$ cat src/rtl/core/srec_lc_pkg.sv
// Shared types and constants for the S-record line checker.
// Holds the beat structs, status codes and character constants.
// No dependencies; every other file of the block imports it.
`default_nettype none

package srec_lc_pkg;

  localparam int SLC_MAX_LINE_CHARS = 1023;

  // Status codes reported at each line end.
  typedef logic [2:0] status_t;
  localparam status_t ST_OK         = 3'd0;
  localparam status_t ST_ODD_LENGTH = 3'd1;
  localparam status_t ST_BAD_TYPE   = 3'd2;
  localparam status_t ST_NON_HEX    = 3'd3;
  localparam status_t ST_BYTE_COUNT = 3'd4;
  localparam status_t ST_CHECKSUM   = 3'd5;
  localparam status_t ST_NO_HEADER  = 3'd6;
  localparam status_t ST_BAD_SECOND = 3'd7;

  localparam logic [7:0] CHAR_S    = 8'h53;
  localparam logic [7:0] CHAR_FOUR = 8'h34;
  localparam logic [7:0] CHAR_ZERO = 8'h30;
  localparam logic [7:0] CHAR_NINE = 8'h39;
  localparam logic [7:0] CHAR_A    = 8'h41;
  localparam logic [7:0] CHAR_F    = 8'h46;

  localparam logic [3:0] TYPE_UNREADABLE = 4'hF;
  localparam logic [3:0] TYPE_MAX_DIGIT  = 4'd9;
  localparam logic [7:0] SUM_OK          = 8'hFF;
  localparam logic [7:0] MIN_COUNT       = 8'd3;
  localparam int         LEN_S5_S9       = 10;
  localparam int         LEN_S6_S8       = 12;
  localparam int         LEN_S7          = 14;
  localparam logic [5:0] ADDR_BITS_BASE  = 6'd8;

  typedef struct packed {
    logic [7:0] ch;
    logic       line_end;
    logic       file_start;
  } in_beat_t;

  typedef struct packed {
    logic [2:0] status;
    logic [3:0] record_type;
    logic [5:0] data_addr_bits;
  } out_beat_t;

  // Line summary after the current character, handed to the judge.
  typedef struct packed {
    logic [1:0] line_index;
    logic [3:0] type_digit;
    logic       type_bad;
    logic       hex_bad;
    logic [7:0] count_field;
    logic [7:0] byte_sum;
  } line_info_t;

endpackage

`default_nettype wire

$ cat src/rtl/core/srec_lc_track.sv
// Per-line tracking state of the S-record checker: position, type, sum.
// Updates once per stepped character; shows the post-update line summary.
// Depends on srec_lc_pkg.
`default_nettype none

module srec_lc_track #(
  parameter int MAX_LINE_CHARS = srec_lc_pkg::SLC_MAX_LINE_CHARS,
  parameter int POS_W          = $clog2(MAX_LINE_CHARS + 1)
) (
  input  wire logic                   clk,
  input  wire logic                   rst,
  input  wire logic                   step,
  input  wire srec_lc_pkg::in_beat_t  beat,
  output logic [POS_W-1:0]            len,
  output srec_lc_pkg::line_info_t     info
);
  import srec_lc_pkg::*;

  logic [POS_W-1:0] char_pos;
  logic [3:0]       high_nibble;
  logic [7:0]       byte_sum;
  logic [7:0]       count_field;
  logic [3:0]       type_digit;
  logic             type_bad;
  logic             hex_bad;
  logic [1:0]       line_index;

  logic [POS_W-1:0] pos;
  logic [POS_W-1:0] pos_upd;
  logic [1:0]       idx;
  logic [3:0]       high_nibble_next;
  logic [7:0]       byte_sum_next;
  logic [7:0]       count_field_next;
  logic [3:0]       type_digit_next;
  logic             type_bad_next;
  logic             hex_bad_next;
  logic             is_digit;
  logic             is_hex;
  logic [3:0]       nib;
  logic [7:0]       byte_val;

  always_comb begin
    is_digit = (beat.ch >= CHAR_ZERO) && (beat.ch <= CHAR_NINE);
    is_hex   = is_digit || ((beat.ch >= CHAR_A) && (beat.ch <= CHAR_F));
    if (is_digit) begin
      nib = beat.ch[3:0];
    end else if (is_hex) begin
      nib = beat.ch[3:0] + 4'd9;
    end else begin
      nib = 4'd0;
    end
  end

  always_comb begin
    pos              = beat.file_start ? '0 : char_pos;
    idx              = beat.file_start ? 2'd0 : line_index;
    pos_upd          = pos;
    high_nibble_next = high_nibble;
    byte_sum_next    = byte_sum;
    count_field_next = count_field;
    type_digit_next  = type_digit;
    type_bad_next    = type_bad;
    hex_bad_next     = hex_bad;
    byte_val         = {high_nibble, nib};
    // Characters past the length limit are dropped unchecked.
    if (pos < POS_W'(MAX_LINE_CHARS)) begin
      pos_upd = pos + POS_W'(1);
      if (pos == '0) begin
        byte_sum_next    = '0;
        hex_bad_next     = 1'b0;
        count_field_next = '0;
        high_nibble_next = '0;
        type_digit_next  = '0;
        type_bad_next    = (beat.ch != CHAR_S);
      end else if (pos == POS_W'(1)) begin
        if (is_digit) begin
          type_digit_next = beat.ch[3:0];
          if (beat.ch == CHAR_FOUR) begin
            type_bad_next = 1'b1;
          end
        end else begin
          type_digit_next = TYPE_UNREADABLE;
          type_bad_next   = 1'b1;
        end
      end else begin
        if (!is_hex) begin
          hex_bad_next = 1'b1;
        end
        if (!pos[0]) begin
          high_nibble_next = nib;
        end else begin
          byte_sum_next = byte_sum + byte_val;
          if (pos == POS_W'(3)) begin
            count_field_next = byte_val;
          end
        end
      end
    end
  end

  assign len                = pos_upd;
  assign info.line_index    = idx;
  assign info.type_digit    = type_digit_next;
  assign info.type_bad      = type_bad_next;
  assign info.hex_bad       = hex_bad_next;
  assign info.count_field   = count_field_next;
  assign info.byte_sum      = byte_sum_next;

  always_ff @(posedge clk) begin
    if (rst) begin
      char_pos    <= '0;
      high_nibble <= '0;
      byte_sum    <= '0;
      count_field <= '0;
      type_digit  <= '0;
      type_bad    <= 1'b0;
      hex_bad     <= 1'b0;
      line_index  <= '0;
    end else if (step) begin
      high_nibble <= high_nibble_next;
      byte_sum    <= byte_sum_next;
      count_field <= count_field_next;
      type_digit  <= type_digit_next;
      type_bad    <= type_bad_next;
      hex_bad     <= hex_bad_next;
      if (beat.line_end) begin
        char_pos   <= '0;
        line_index <= (idx == 2'd2) ? idx : idx + 2'd1;
      end else begin
        char_pos   <= pos_upd;
        line_index <= idx;
      end
    end
  end

endmodule

`default_nettype wire

$ cat src/rtl/core/srec_lc_judge.sv
// Line verdict of the S-record checker: status, type and address width.
// Purely combinational, from the line summary and length.
// Depends on srec_lc_pkg.
`default_nettype none

module srec_lc_judge #(
  parameter int POS_W = 10
) (
  input  wire logic [POS_W-1:0]       len,
  input  wire srec_lc_pkg::line_info_t info,
  output srec_lc_pkg::out_beat_t      verdict
);
  import srec_lc_pkg::*;

  logic             readable;
  logic [POS_W-1:0] half_body;
  logic [3:0]       td;
  status_t          status;
  logic [5:0]       addr_bits;

  always_comb begin
    td        = info.type_digit;
    readable  = (len >= POS_W'(2)) && (td <= TYPE_MAX_DIGIT);
    half_body = (len - POS_W'(4)) >> 1;

    if (info.line_index == 2'd0 && !(readable && td == 4'd0 && !info.type_bad)) begin
      status = ST_NO_HEADER;
    end else if (info.line_index == 2'd1 && readable && (td == 4'd0 || td >= 4'd5)) begin
      status = ST_BAD_SECOND;
    end else if (len[0]) begin
      status = ST_ODD_LENGTH;
    end else if (info.type_bad) begin
      status = ST_BAD_TYPE;
    end else if (info.hex_bad) begin
      status = ST_NON_HEX;
    end else if (len < POS_W'(4) || info.count_field < MIN_COUNT
                 || half_body != POS_W'(info.count_field)) begin
      status = ST_BYTE_COUNT;
    end else if ((td == 4'd5 || td == 4'd9) && len != POS_W'(LEN_S5_S9)) begin
      status = ST_BYTE_COUNT;
    end else if ((td == 4'd6 || td == 4'd8) && len != POS_W'(LEN_S6_S8)) begin
      status = ST_BYTE_COUNT;
    end else if (td == 4'd7 && len != POS_W'(LEN_S7)) begin
      status = ST_BYTE_COUNT;
    end else if (info.byte_sum != SUM_OK) begin
      status = ST_CHECKSUM;
    end else begin
      status = ST_OK;
    end

    // Data lines S1, S2, S3 carry 16, 24 or 32 address bits.
    if (info.line_index == 2'd1 && readable && !info.type_bad
        && td >= 4'd1 && td <= 4'd3) begin
      addr_bits = {td[2:0], 3'b000} + ADDR_BITS_BASE;
    end else begin
      addr_bits = '0;
    end
  end

  assign verdict.status         = status;
  assign verdict.record_type    = readable ? td : 4'd0;
  assign verdict.data_addr_bits = addr_bits;

endmodule

`default_nettype wire

$ cat src/rtl/core/srec_line_checker_top.sv
// Top level of the S-record line checker: input register, tracker, judge
// and result register. Depends on srec_lc_pkg, srec_lc_track, srec_lc_judge.
//
// Usage:
// The character channel (char_valid, char_stall, char_beat) carries one
// character of S-record text per beat, with a flag for the last character
// of a line and a flag for the first character of a file. The result
// channel (result_valid, result_stall, result_beat) carries one verdict per
// line: a status code, the record type digit and, for the second line of a
// file, the data address width.
// A character beat is captured into an input register, then processed against
// the per-line state once the result register is free or being emptied; a
// line-end character loads the result register. A line's verdict thus passes
// through the input register and the result register before it is offered.
// One character is taken every cycle while the receiver does not stall.
// Reset clears the line state, the line count and both registers; the first
// line after reset counts as line one of a file.
// When the receiver stalls, the result register holds its beat and the input
// register keeps its character, so char_stall rises while both are full and
// no character is dropped. Lines longer than MAX_LINE_CHARS are judged on
// their first MAX_LINE_CHARS characters.
`default_nettype none

module srec_line_checker_top #(
  parameter int MAX_LINE_CHARS = srec_lc_pkg::SLC_MAX_LINE_CHARS
) (
  input  wire logic                    clk,
  input  wire logic                    rst,
  input  wire logic                    char_valid,
  output logic                         char_stall,
  input  wire srec_lc_pkg::in_beat_t   char_beat,
  output logic                         result_valid,
  input  wire logic                    result_stall,
  output srec_lc_pkg::out_beat_t       result_beat
);
  import srec_lc_pkg::*;

  localparam int POS_W = $clog2(MAX_LINE_CHARS + 1);

  logic             held_valid;
  in_beat_t         held_beat;
  logic             advance;
  logic             step;
  logic [POS_W-1:0] len;
  line_info_t       info;
  out_beat_t        verdict;

  // The held character moves on whenever the result register is free or
  // being emptied in this cycle.
  assign advance    = !result_valid || !result_stall;
  assign step       = held_valid && advance;
  assign char_stall = held_valid && !advance;

  always_ff @(posedge clk) begin
    if (rst) begin
      held_valid <= 1'b0;
    end else if (!char_stall) begin
      held_valid <= char_valid;
    end
  end

  always_ff @(posedge clk) begin
    if (!char_stall && char_valid) begin
      held_beat <= char_beat;
    end
  end

  srec_lc_track #(
    .MAX_LINE_CHARS (MAX_LINE_CHARS),
    .POS_W          (POS_W)
  ) u_track (
    .clk  (clk),
    .rst  (rst),
    .step (step),
    .beat (held_beat),
    .len  (len),
    .info (info)
  );

  srec_lc_judge #(
    .POS_W (POS_W)
  ) u_judge (
    .len     (len),
    .info    (info),
    .verdict (verdict)
  );

  always_ff @(posedge clk) begin
    if (rst) begin
      result_valid <= 1'b0;
    end else if (advance) begin
      result_valid <= step && held_beat.line_end;
    end
  end

  always_ff @(posedge clk) begin
    if (step && held_beat.line_end) begin
      result_beat <= verdict;
    end
  end

endmodule

`default_nettype wire

$ cat config.mk
export PLATFORM = sky130hd
export DESIGN_NAME = srec_line_checker_top
export DESIGN_NICKNAME = d
export VERILOG_FILES = /design/src/rtl/core/srec_lc_pkg.sv /design/src/rtl/core/srec_lc_track.sv /design/src/rtl/core/srec_lc_judge.sv /design/src/rtl/core/srec_line_checker_top.sv
export SDC_FILE = /design/constraint.sdc
export NUM_CORES = 1
export LEC_CHECK = 0
export BUFFER_PORTS_ARGS = -buffer_cell sky130_fd_sc_hd__buf_2
export CAP_MARGIN = 20
export CORE_MARGIN = 4
export CORE_UTILIZATION = 35
export CTS_CLUSTER_SIZE = 25
export DETAILED_ROUTE_END_ITERATION = 12
export PLACE_DENSITY_LB_ADDON = 0.08
export SYNTH_ARGS = -nofsm -noshare
export SYNTH_HDL_FRONTEND = slang
export SYNTH_SLANG_ARGS = --single-unit
$ cat constraint.sdc
create_clock -name clk -period 8.05 [get_ports clk]
set_input_delay 0 -clock clk [delete_from_list [all_inputs] [get_ports clk]]
set_output_delay 0 -clock clk [all_outputs]
set_load 0.005 [all_outputs]
==> results of run 1 <==
==> per-stage QoR <==
stage	worst slack (ps)	hold WS (ps)
2_1_floorplan	4266	98.87
3_3_place_gp	3491	177.3
3_5_place_dp	3458	178.1
4_1_cts	3430	242.2
5_1_grt	2996	270.1
6_report	3416	233.8
==> synthesized netlist by cell type, types with 3 or more instances <==
master	number
nor2_1	62
dfxtp_1	40
nand2_1	39
a21oi_1	34
ha_1	24
inv_1	21
a22oi_1	20
edfxtp_1	20
nor3_1	15
buf_2	11
nor2b_1	11
o21ai_0	11
clkbuf_1	10
nand3_1	9
a211oi_1	8
and3_1	7
nand4_1	7
xnor2_1	7
and2_1	6
nand2b_1	6
nor4_1	6
or4_1	6
a31oi_1	5
o31a_1	5
xor2_1	5
a32oi_1	4
mux2_2	4
mux2i_1	4
o2111ai_1	4
or2_2	4
a21o_1	3
buf_4	3
buf_6	3
nand3b_1	3
o211ai_1	3
o21ai_1	3
o22ai_1	3
==> path summary, 6_finish.rpt <==
path | from | end | slack (ps) | depth (start not counted)
setup / recovery | held_beat[0]$_DFFE_PP_ | result_beat[12]$_SDFFCE_PP1P_ | 3420 | 16
hold / removal | rst | u_track.byte_sum[3]$_SDFFE_PP0P_ | 230 | 2
setup reg to reg | held_beat[0]$_DFFE_PP_ | result_beat[12]$_SDFFCE_PP1P_ | 3420 | 16
hold reg to reg | u_track.type_digit[0]$_SDFFE_PP0P_ | u_track.type_digit[0]$_SDFFE_PP0P_ | 470 | 2
==> sequential cells by signal, summed over array words and instances (netlist names) <==
register,count
u_track.char_pos,10
result_valid,1
u_track.hex_bad,1
u_track.line_index,2
u_track.type_digit,4
u_track.count_field,8
u_track.high_nibble,4
held_valid,1
result_beat,10
u_track.type_bad,1
u_track.byte_sum,8
held_beat,10
==> final cells by class <==
type,instances,area (um2)
Fill cell,1251,7124
Multi-Input combinational cell,393,2686
Sequential cell,60,1401
Timing Repair Buffer,39,260.3
Clock buffer,9,225.2
Tap cell,168,210.2
Inverter,23,86.33
Clock inverter,7,67.56
==> cells in the final DEF (no fill, tap or decap), types with 3 or more instances in the layout <==
cell,netlist,final
and3_1,7,7
nand3b_1,3,3
inv_1,21,21
a21oi_1,34,34
nand4_1,7,7
edfxtp_1,20,20
clkbuf_16,0,9
o211ai_1,3,3
o21ai_0,11,11
xor2_1,5,5
xnor2_1,7,7
a31oi_1,5,5
a211oi_1,8,8
o31a_1,5,5
o21ai_1,3,3
and2_1,6,6
a22oi_1,20,20
mux2_2,4,4
o2111ai_1,4,4
a21o_1,3,3
dfxtp_1,40,40
nand2b_1,6,6
dlygate4sd3_1,0,12
a32oi_1,4,4
nor4_1,6,6
o22ai_1,3,3
or2_2,4,4
or4_1,6,6
nor2_1,62,62
buf_2,11,25
ha_1,24,24
nor2b_1,11,11
nand2_1,39,39
nor3_1,15,15
nand3_1,9,9
conb_1,1,3
mux2i_1,4,4
clkinv_2,0,4
==> logic make-up (layout without fill, tap and decap cells) <==
family,after synthesis,after routing,synth area share (%)
simple gates,206,206,25.78
compound gates,138,138,23.76
flops,60,60,32.41
buf+inv,52,78,5.642
fa+ha+maj,25,25,7.407
xor+xnor,13,13,2.951
mux,8,8,1.968
other cells,1,3,0.08672
==> power groups by stage <==
stage	combinational, uW	sequential, uW	clock (uW)
after floorplan	31.6	329	0
after global placement	44.2	332	0
after detailed placement	44.7	332	0
after CTS	49.2	326	394
after global routing	54.4	327	406
final	48.7	326	381
==> routing by layer <==
layer | share of wire (%) | up-vias | track usage, %
li1 | - | 1912 | -
met1 | 45 | 1861 | 24.12
met2 | 47 | 84 | 28.40
met3 | 4.9 | 18 | 4.748
met4 | 2.7 | 0 | 9.196
met5 | 0 | - | 0
==> worst register-to-register path: stages, from the launching register on <==
cell and delay [ps]:
edfxtp_1 670, inv_2 280, nand2_1 150, inv_2 150, ha_1 280, and3_1 380
nand4_1 160, a211oi_2 390, inv_1 120, ha_1 270, nand3_1 90, nor3_1 50
a21oi_1 390, xnor3_1 300, o2111ai_1 110, a2111o_1 440, a2bb2oi_1 150
==> repair_timing <==
| item | CTS | global route |
|---|---|---|
| hold buffers | 12 | 0 |
| buffers inserted | 0 | 0 |
| hold endpoints to repair | 12 | 0 |
==> flow_metrics.env, run 1 <==
export IMPL_fin_worst_skew_ps=3.746
export IMPL_final_area_mm2=0.004937
export IMPL_yosys_warnings=0
export IMPL_ir_drop_mv=0.1388
export IMPL_clkPwrFrac_pct=50.4
export IMPL_finish_utilization_pct=40.93
export IMPL_cp_max_fo=20
export IMPL_grt_start_max_net_pins=41
export IMPL_dp_hpwl_mm=9.262
export IMPL_cts_tree="yes"
export IMPL_slew_headroom_pct=38.20
export IMPL_ys_flop_type="dfxtp_1"
export IMPL_clock_sinks=60
export IMPL_clock_latency_ps=340
export IMPL_wl_per_cell_um=17.83
export IMPL_drt_first_iter_violations=288
export IMPL_netlist_area_leader_share_pct=18.52
export IMPL_cap_violations=0
export IMPL_synth_seq_area_share_pct=32.41
export IMPL_cts_clk_slew_worst_paths_ps=50
export IMPL_synthCells=503
export IMPL_start_kind="flop"
export IMPL_synth_cell_types=88
export IMPL_placedCellCount=671
export IMPL_timing_worst_setup_path_type="reg2reg"
export IMPL_hold_viol_final=0
export IMPL_htreeDepth=3
export IMPL_powerDensity_mw_per_mm2=152.9
export IMPL_placed_cell_area_mm2=0.004524
export IMPL_die_w_um=119.2
export IMPL_num_io_pins=29
export IMPL_p_comb_share_pct=6.4
export IMPL_gp_congestion=0.8806
export IMPL_power_switching_share_pct=23.83
export IMPL_rsz0062_at_grt="false"
export IMPL_synthesis_area_mm2=0.004324
export IMPL_syn_mean_instance_area_um2=8.597
export IMPL_antennaDiodeCount=0
export IMPL_grt_pass1_vias=3763
export IMPL_cts_buffers=9
export IMPL_areaGrowthSynthToFinish_pct=14.18
export IMPL_dieArea_mm2=0.01420
export IMPL_ys_ff_latch=60
export IMPL_vias=3875
export IMPL_start_util_pct=35.85
export IMPL_wirelength_mm=12.47
export IMPL_layout_cells_non_filler=699
export IMPL_drive_gt1_share_pct=14.31
export IMPL_setup_viol=0
export IMPL_tightest_slew_ps=925.3
export IMPL_power_switching_uw=180.0
export IMPL_drt_pass1_iter_count=5
export IMPL_fin_setup_tns_ps=0
export IMPL_required_ps=8140
export IMPL_avgViaCountPerCell=5.544
export IMPL_grt_pass1_wl_mm=20.67
export IMPL_ctsLongestPathBuffers=2
export IMPL_worst_setup_path_end_kind="flop"
export IMPL_status="complete, no violations"
export IMPL_p_int_uw=575.1
export IMPL_drcViolationCount=0
export IMPL_rows=40
export IMPL_max_freq_ghz=0.2158
export IMPL_cp_slowest_cell="edfxtp_1"
export IMPL_synthArstFlopShare_pct=0
export IMPL_timing_final_max_slew_violations=0
export IMPL_grt_usage_pct=18.53
export IMPL_path_cells="inv_2 -> nand2_1 -> inv_2 -> ha_1 -> and3_1 -> nand4_1 -> a211oi_2 -> inv_1 -> ha_1 -> nand3_1 -> nor3_1 -> a21oi_1 -> xnor3_1 -> o2111ai_1 -> a2111o_1 -> a2bb2oi_1"
export IMPL_fin_nets=565
export IMPL_power_total_uw=755.0
export IMPL_grt_overflow=0
export IMPL_synth_edf_count=20
export IMPL_ctsResizeCount=0
export IMPL_post_route_period_util_pct=57.56
export IMPL_crit_family="compound AO/OA/AOI/OAI gates"
export IMPL_pwr_share_seq_pct=43.2
export IMPL_clock_root_buffer="clkbuf_16"
export IMPL_critPathMaxStageDelay_ps=670
export IMPL_path_buf_inv=3
export IMPL_synth_area_leaders="dfxtp_1 (19%), edfxtp_1 (14%), ha_1 (6.9%)"
export IMPL_numPortBuffers=25
export IMPL_die_y_um=119.2
export IMPL_antenna_found_initial=0
export IMPL_ant_nets=0
export IMPL_cp_arrival_ps=4730
export IMPL_synth_largest_area_cell="dfxtp_1"
export IMPL_min_period_ps=4634
export IMPL_hp_class="in2reg"
export IMPL_core_mm2=0.01206
export IMPL_leakage_uw=0.001841
Note: power is estimated with default switching activity, not from simulation.
==> run 2, diff against run 1 <==
ABC_AREA = 1   (was default)
clock period = 4.84 ns   (was 8.05 ns; I/O delays follow)
==> flow_metrics.env, run 2 <==
export IMPL_post_route_period_util_pct=82.51
export IMPL_rsz0062_at_grt="false"
export IMPL_powerDensity_mw_per_mm2=247.5
export IMPL_cts_tree="yes"
export IMPL_areaGrowthSynthToFinish_pct=13.98
export IMPL_hp_class="in2reg"
export IMPL_start_util_pct=36.35
export IMPL_wl_per_cell_um=13.38
export IMPL_layout_common_cells="nand2_1 (193), inv_1 (92), nor2_1 (64)"
export IMPL_r2r_end="result_beat[12]$_SDFFCE_PP1P_"
export IMPL_min_period_ps=3994
export IMPL_crit_family="simple AND/OR/NAND/NOR gates"
export IMPL_synthCells=668
export IMPL_grt_start_max_net_pins=44
export IMPL_cp_slowest_cell="fa_1"
export IMPL_leakage_uw=0.002313
export IMPL_seq_area_mm2=0.001401
export IMPL_synth_largest_area_cell="dfxtp_1"
export IMPL_ctsLongestPathBuffers=2
export IMPL_synthesis_area_mm2=0.004439
export IMPL_ys_ff_latch=60
export IMPL_worst_setup_path_end_kind="flop"
export IMPL_r2r_cells=24
export IMPL_drt_first_iter_violations=250
export IMPL_layout_commonest_cell="nand2_1"
export IMPL_core_mm2=0.01221
export IMPL_fin_worst_skew_ps=4.869
export IMPL_fill_cells=1306
export IMPL_tightest_slew_ps=963.4
export IMPL_netlist_area_leader_share_pct=18.04
export IMPL_min_from="result_stall"
export IMPL_drive_gt1_share_pct=12.20
export IMPL_drcViolationCount=0
export IMPL_cts_setup_buffers=0
export IMPL_ys_flop_type="dfxtp_1"
export IMPL_htreeDepth=3
export IMPL_rows=40
export IMPL_cts_clk_slew_worst_paths_ps=60
export IMPL_clock_latency_ps=330
export IMPL_grt_pass1_vias=4047
export IMPL_ir_drop_mv=0.1840
export IMPL_cp_common_cell="nand2_1"
export IMPL_antenna_found_initial=0
export IMPL_grt_pass1_wl_mm=20.02
export IMPL_fin_setup_tns_ps=0
export IMPL_clock_sinks=60
export IMPL_required_ps=4920
export IMPL_yosys_warnings=0
export IMPL_start_kind="flop"
export IMPL_status="complete, no violations"
export IMPL_reg2reg_setup_slack_ps=850
export IMPL_die_y_um=120.6
export IMPL_cts_hold_buffers=11
export IMPL_path_cells="inv_1 -> ha_1 -> nand2_1 -> nand3_1 -> nand2_1 -> inv_1 -> nand2_1 -> nand2_1 -> nor2_1 -> ha_1 -> inv_1 -> fa_1 -> inv_1 -> nand3_1 -> nand2_1 -> xor2_1 -> nand2_1 -> o211ai_1 -> nor2_1 -> nand4_1 -> nor3_1 -> nand3_1 -> nand3_1 -> nand2_1"
export IMPL_numPortBuffers=25
export IMPL_finish_utilization_pct=41.43
export IMPL_ctsResizeCount=0
export IMPL_gp_congestion=0.8619
export IMPL_ant_nets=0
export IMPL_synth_cell_types=40
export IMPL_timing_worst_setup_path_type="reg2reg"
export IMPL_crit_cells=24
export IMPL_grt_usage_pct=17.21
export IMPL_path_buf_inv=4
export IMPL_num_io_pins=29
export IMPL_dp_hpwl_mm=8.899
export IMPL_avgViaCountPerCell=4.767
export IMPL_vias=4162
export IMPL_cp_arrival_ps=4080
export IMPL_max_freq_ghz=0.2504
export IMPL_hold_viol_final=0
export IMPL_wirelength_mm=11.68
export IMPL_antennaDiodeCount=0
export IMPL_fin_nets=739
export IMPL_cts_buffers=9
export IMPL_synth_seq_area_share_pct=31.57
export IMPL_slew_headroom_pct=35.54
export IMPL_clock_root_buffer="clkbuf_16"
export IMPL_top_regs="held_beat x10, result_beat x10, u_track.char_pos x10"
export IMPL_min_delay_path_depth=5
export IMPL_cp_max_fo=7
export IMPL_yosysMostFrequentCell="nand2_1"
export IMPL_synthArstFlopShare_pct=0
export IMPL_synth_top_cells_by_count="nand2_1 (193), inv_1 (92), nor2_1 (65)"
export IMPL_r2r_start="held_beat[2]$_DFFE_PP_"
export IMPL_synth_edf_count=20
export IMPL_multi_input_area_mm2=0.002551
export IMPL_dieArea_mm2=0.01455
export IMPL_hold_end="result_valid$_SDFFE_PP0N_"
export IMPL_cap_violations=0
export IMPL_drt_pass1_iter_count=4
export IMPL_die_w_um=120.6
export IMPL_setup_viol=0
export IMPL_grt_overflow=0
export IMPL_synth_area_leaders="dfxtp_1 (18%), nand2_1 (16%), edfxtp_1 (14%)"
export IMPL_timing_final_max_slew_violations=0
export IMPL_syn_mean_instance_area_um2=6.646
export IMPL_critPathMaxStageDelay_ps=450
run 2: cell types whose count changed after synthesis, moves of 7 or more:
cell / delta
a21oi_1: +11
a22oi_1: -20
and3_1: -7
buf_2: -9
inv_1: +71
nand2_1: +154
nand2_2: +11
nand3_1: +36
nand4_1: +9
nor2_4: +8
nor2b_1: -11
nor3_1: -11
o21ai_0: +19
run 2: worst max path at each step:
stage | startpoint | to
global placement | held_beat[2]$_DFFE_PP_ | result_beat[12]$_SDFFCE_PP1P_
CTS | held_beat[2]$_DFFE_PP_ | result_beat[12]$_SDFFCE_PP1P_
detailed placement | held_beat[2]$_DFFE_PP_ | result_beat[12]$_SDFFCE_PP1P_
global route | held_beat[2]$_DFFE_PP_ | result_beat[12]$_SDFFCE_PP1P_
finish | held_beat[2]$_DFFE_PP_ | result_beat[12]$_SDFFCE_PP1P_
floorplan | held_beat[2]$_DFFE_PP_ | result_beat[12]$_SDFFCE_PP1P_
run 2: logic make-up after synthesis:
kind of cell    Yosys count  share of synthesized area [%]
compound gates           97                          11.78
xor+xnor                  5                         0.9867
fa+ha+maj                25                          7.215
buf+inv                 119                          11.19
flops                    60                          31.57
other cells               1                        0.08447
simple gates            361                          37.18
run 2: per-stage QoR:
step | power, uW | hold slack [ps] | setup WS, ps | std cells | instance area, um2
final | 1253 | 51.15 | 846.3 | 873 | 5060
after global routing | 1311 | 90.61 | 475.8 | 873 | 5060
after CTS | 1269 | 40.00 | 856.0 | 873 | 5060
after detailed placement | 669.5 | 178.3 | 876.3 | 846 | 4681
after global placement | 668.5 | 176.8 | 891.0 | 846 | 4681
after floorplan | 640.6 | 98.87 | 1664 | 670 | 4447
run 2: report_power, final:
group	switching [uW]	internal, uW	leakage [uW]
sequential	13.1	540	0.000526
clock	245	342	0.000123
combinational	73.4	38.3	0.00166
run 2: layer usage:
layer,GRT usage (%),up-vias,part of all wire [%]
met3,3.976,8,3.3
li1,-,2205,-
met1,23.04,1862,50
met4,4.462,0,0.99
met5,0,-,0
met2,27.94,87,46
run 2: layout make-up:
cell class,instances,area share (%)
clock buffers,9,4.451
clock inverters,7,0.8655
inverters,101,7.616
repair buffers,37,4.797
well taps,168,4.154
multi-input cells,491,50.42
flip-flops and latches,60,27.70
run 2: worst min-delay path: stages:
cell,delay [ps]
buf_2,70
nand2_1,60
inv_1,80
o21ai_0,80
inv_1,50
==> run 3, diff against run 2 <==
clock period = 4.1 ns   (was 4.84 ns; I/O delays follow)
==> flow_metrics.env, run 3 (synthesis gave the netlist of run 2 again) <==
export IMPL_timing_worst_setup_path_type="reg2reg"
export IMPL_grt_start_max_net_pins=43
export IMPL_reg2reg_setup_slack_ps=420
export IMPL_ant_nets=0
export IMPL_die_w_um=120.6
export IMPL_setup_viol=0
export IMPL_cp_slowest_cell="fa_1"
export IMPL_grt_usage_pct=17.11
export IMPL_vias=4173
export IMPL_critPathMaxStageDelay_ps=450
export IMPL_r2r_end="result_beat[12]$_SDFFCE_PP1P_"
export IMPL_crit_cells=22
export IMPL_crit_family="simple AND/OR/NAND/NOR gates"
export IMPL_drive_gt1_share_pct=12.98
export IMPL_status="complete, no violations"
export IMPL_r2r_start="held_beat[2]$_DFFE_PP_"
export IMPL_cts_buffers=9
export IMPL_fin_nets=744
export IMPL_numPortBuffers=25
export IMPL_max_freq_ghz=0.2715
export IMPL_fin_setup_tns_ps=0
export IMPL_drt_pass1_iter_count=5
export IMPL_grt_overflow=0
export IMPL_ir_drop_mv=0.2484
export IMPL_tightest_slew_ps=748.7
export IMPL_clock_root_buffer="clkbuf_16"
export IMPL_required_ps=4200
export IMPL_rsz0062_at_grt="false"
export IMPL_hold_viol_final=0
export IMPL_leakage_uw=0.002365
export IMPL_path_buf_inv=3
export IMPL_min_period_ps=3683
export IMPL_powerDensity_mw_per_mm2=310.0
export IMPL_start_kind="flop"
export IMPL_clock_latency_ps=340
export IMPL_cts_clk_slew_worst_paths_ps=50
export IMPL_ctsLongestPathBuffers=2
export IMPL_dp_hpwl_mm=8.798
export IMPL_r2r_cells=22
export IMPL_antennaDiodeCount=0
export IMPL_rows=40
export IMPL_areaGrowthSynthToFinish_pct=15.73
export IMPL_path_cells="inv_1 -> ha_1 -> nand2_1 -> nand3_1 -> nand2_1 -> inv_1 -> nand2_1 -> nand2_1 -> nor2_2 -> ha_1 -> inv_1 -> fa_1 -> o221ai_1 -> nand2_1 -> nand2_1 -> o21ai_0 -> nor2_1 -> nand4_1 -> nor3_1 -> nand3_1 -> nand3_1 -> nand2_1"
export IMPL_start_util_pct=36.35
export IMPL_fin_worst_skew_ps=9.732
export IMPL_cp_arrival_ps=3780
export IMPL_grt_pass1_vias=3993
export IMPL_cap_violations=0
export IMPL_whs_ps=44.41
export IMPL_layout_commonest_cell="nand2_1"
export IMPL_drt_first_iter_violations=272
export IMPL_crit_path_start="held_beat[2]$_DFFE_PP_"
export IMPL_dieArea_mm2=0.01455
export IMPL_layout_common_cells="nand2_1 (193), inv_1 (92), nor2_1 (63)"
export IMPL_crit_path_end="result_beat[12]$_SDFFCE_PP1P_"
export IMPL_wirelength_mm=11.69
export IMPL_clock_sinks=60
export IMPL_hp_class="in2reg"
export IMPL_wl_per_cell_um=13.33
export IMPL_die_y_um=120.6
export IMPL_gp_congestion=0.8816
export IMPL_htreeDepth=3
export IMPL_slew_headroom_pct=49.90
export IMPL_top_regs="held_beat x10, result_beat x10, u_track.char_pos x10"
export IMPL_avgViaCountPerCell=4.758
export IMPL_drcViolationCount=0
export IMPL_num_io_pins=29
export IMPL_core_mm2=0.01221
export IMPL_grt_pass1_wl_mm=19.62
export IMPL_cp_common_cell="nand2_1"
export IMPL_antenna_found_initial=0
export IMPL_cts_setup_buffers=0
export IMPL_power_total_uw=1592
export IMPL_post_route_period_util_pct=89.82
export IMPL_cts_tree="yes"
export IMPL_cp_max_fo=7
export IMPL_timing_final_max_slew_violations=0
export IMPL_worst_setup_path_end_kind="flop"
[run 3: worst min path at each step]
stage                                endpoint  slack, ps          from  depth (start not counted)
floorplan              held_beat[0]$_DFFE_PP_        100  char_beat[0]                          0
global placement       held_beat[9]$_DFFE_PP_        180  char_beat[9]                          1
detailed placement     held_beat[3]$_DFFE_PP_        180  char_beat[3]                          1
CTS                 result_valid$_SDFFE_PP0N_         20  result_stall                          5
global route        result_valid$_SDFFE_PP0N_         70  result_stall                          5
finish              result_valid$_SDFFE_PP0N_         40  result_stall                          5
[run 3: layout make-up]
type,count,area [um2]
Clock inverter,5,77.57
Clock buffer,10,229.0
Tap cell,168,210.2
Multi-Input combinational cell,491,2554
Sequential cell,60,1401
Inverter,101,385.4
Timing Repair Buffer,42,280.3
Fill cell,1300,7074
[run 3: through the flow]
stage	std cells	util, %	worst slack (ps)	area [um2]
finish	877	42.07	417.2	5137
detailed placement	851	38.64	353.3	4718
global route	877	42.07	44.54	5137
global placement	851	38.64	550.5	4718
floorplan	670	-	924.4	4447
CTS	877	42.05	346.0	5135
[run 3: report_power, final]
part | switching (uW) | internal, uW
Combinational | 88.6 | 47.2
Clock | 279 | 526
Sequential | 13.8 | 638
Total | 381 | 1210
[run 3: worst reg2reg max path, delay by kind of cell, from the launching register on]
family / cells / cell delay [ps]
simple gates: 14 / 1520
flops: 1 / 430
compound gates: 2 / 350
buf+inv: 3 / 280
fa+ha+maj: 3 / 880
[run 3: timing repair]
item | CTS | global route
hold buffers | 11 | 0
gates resized for setup | 0 | 1
endpoints found under the hold margin | 11 | 0
setup endpoints to repair | 0 | 1
[run 3: per-layer routing]
metal  wire length [um]  global-route usage (%)
met4                229                   5.737
met2               5230                   27.56
met5                  0                       0
met1               5810                   22.25
met3                424                   4.443
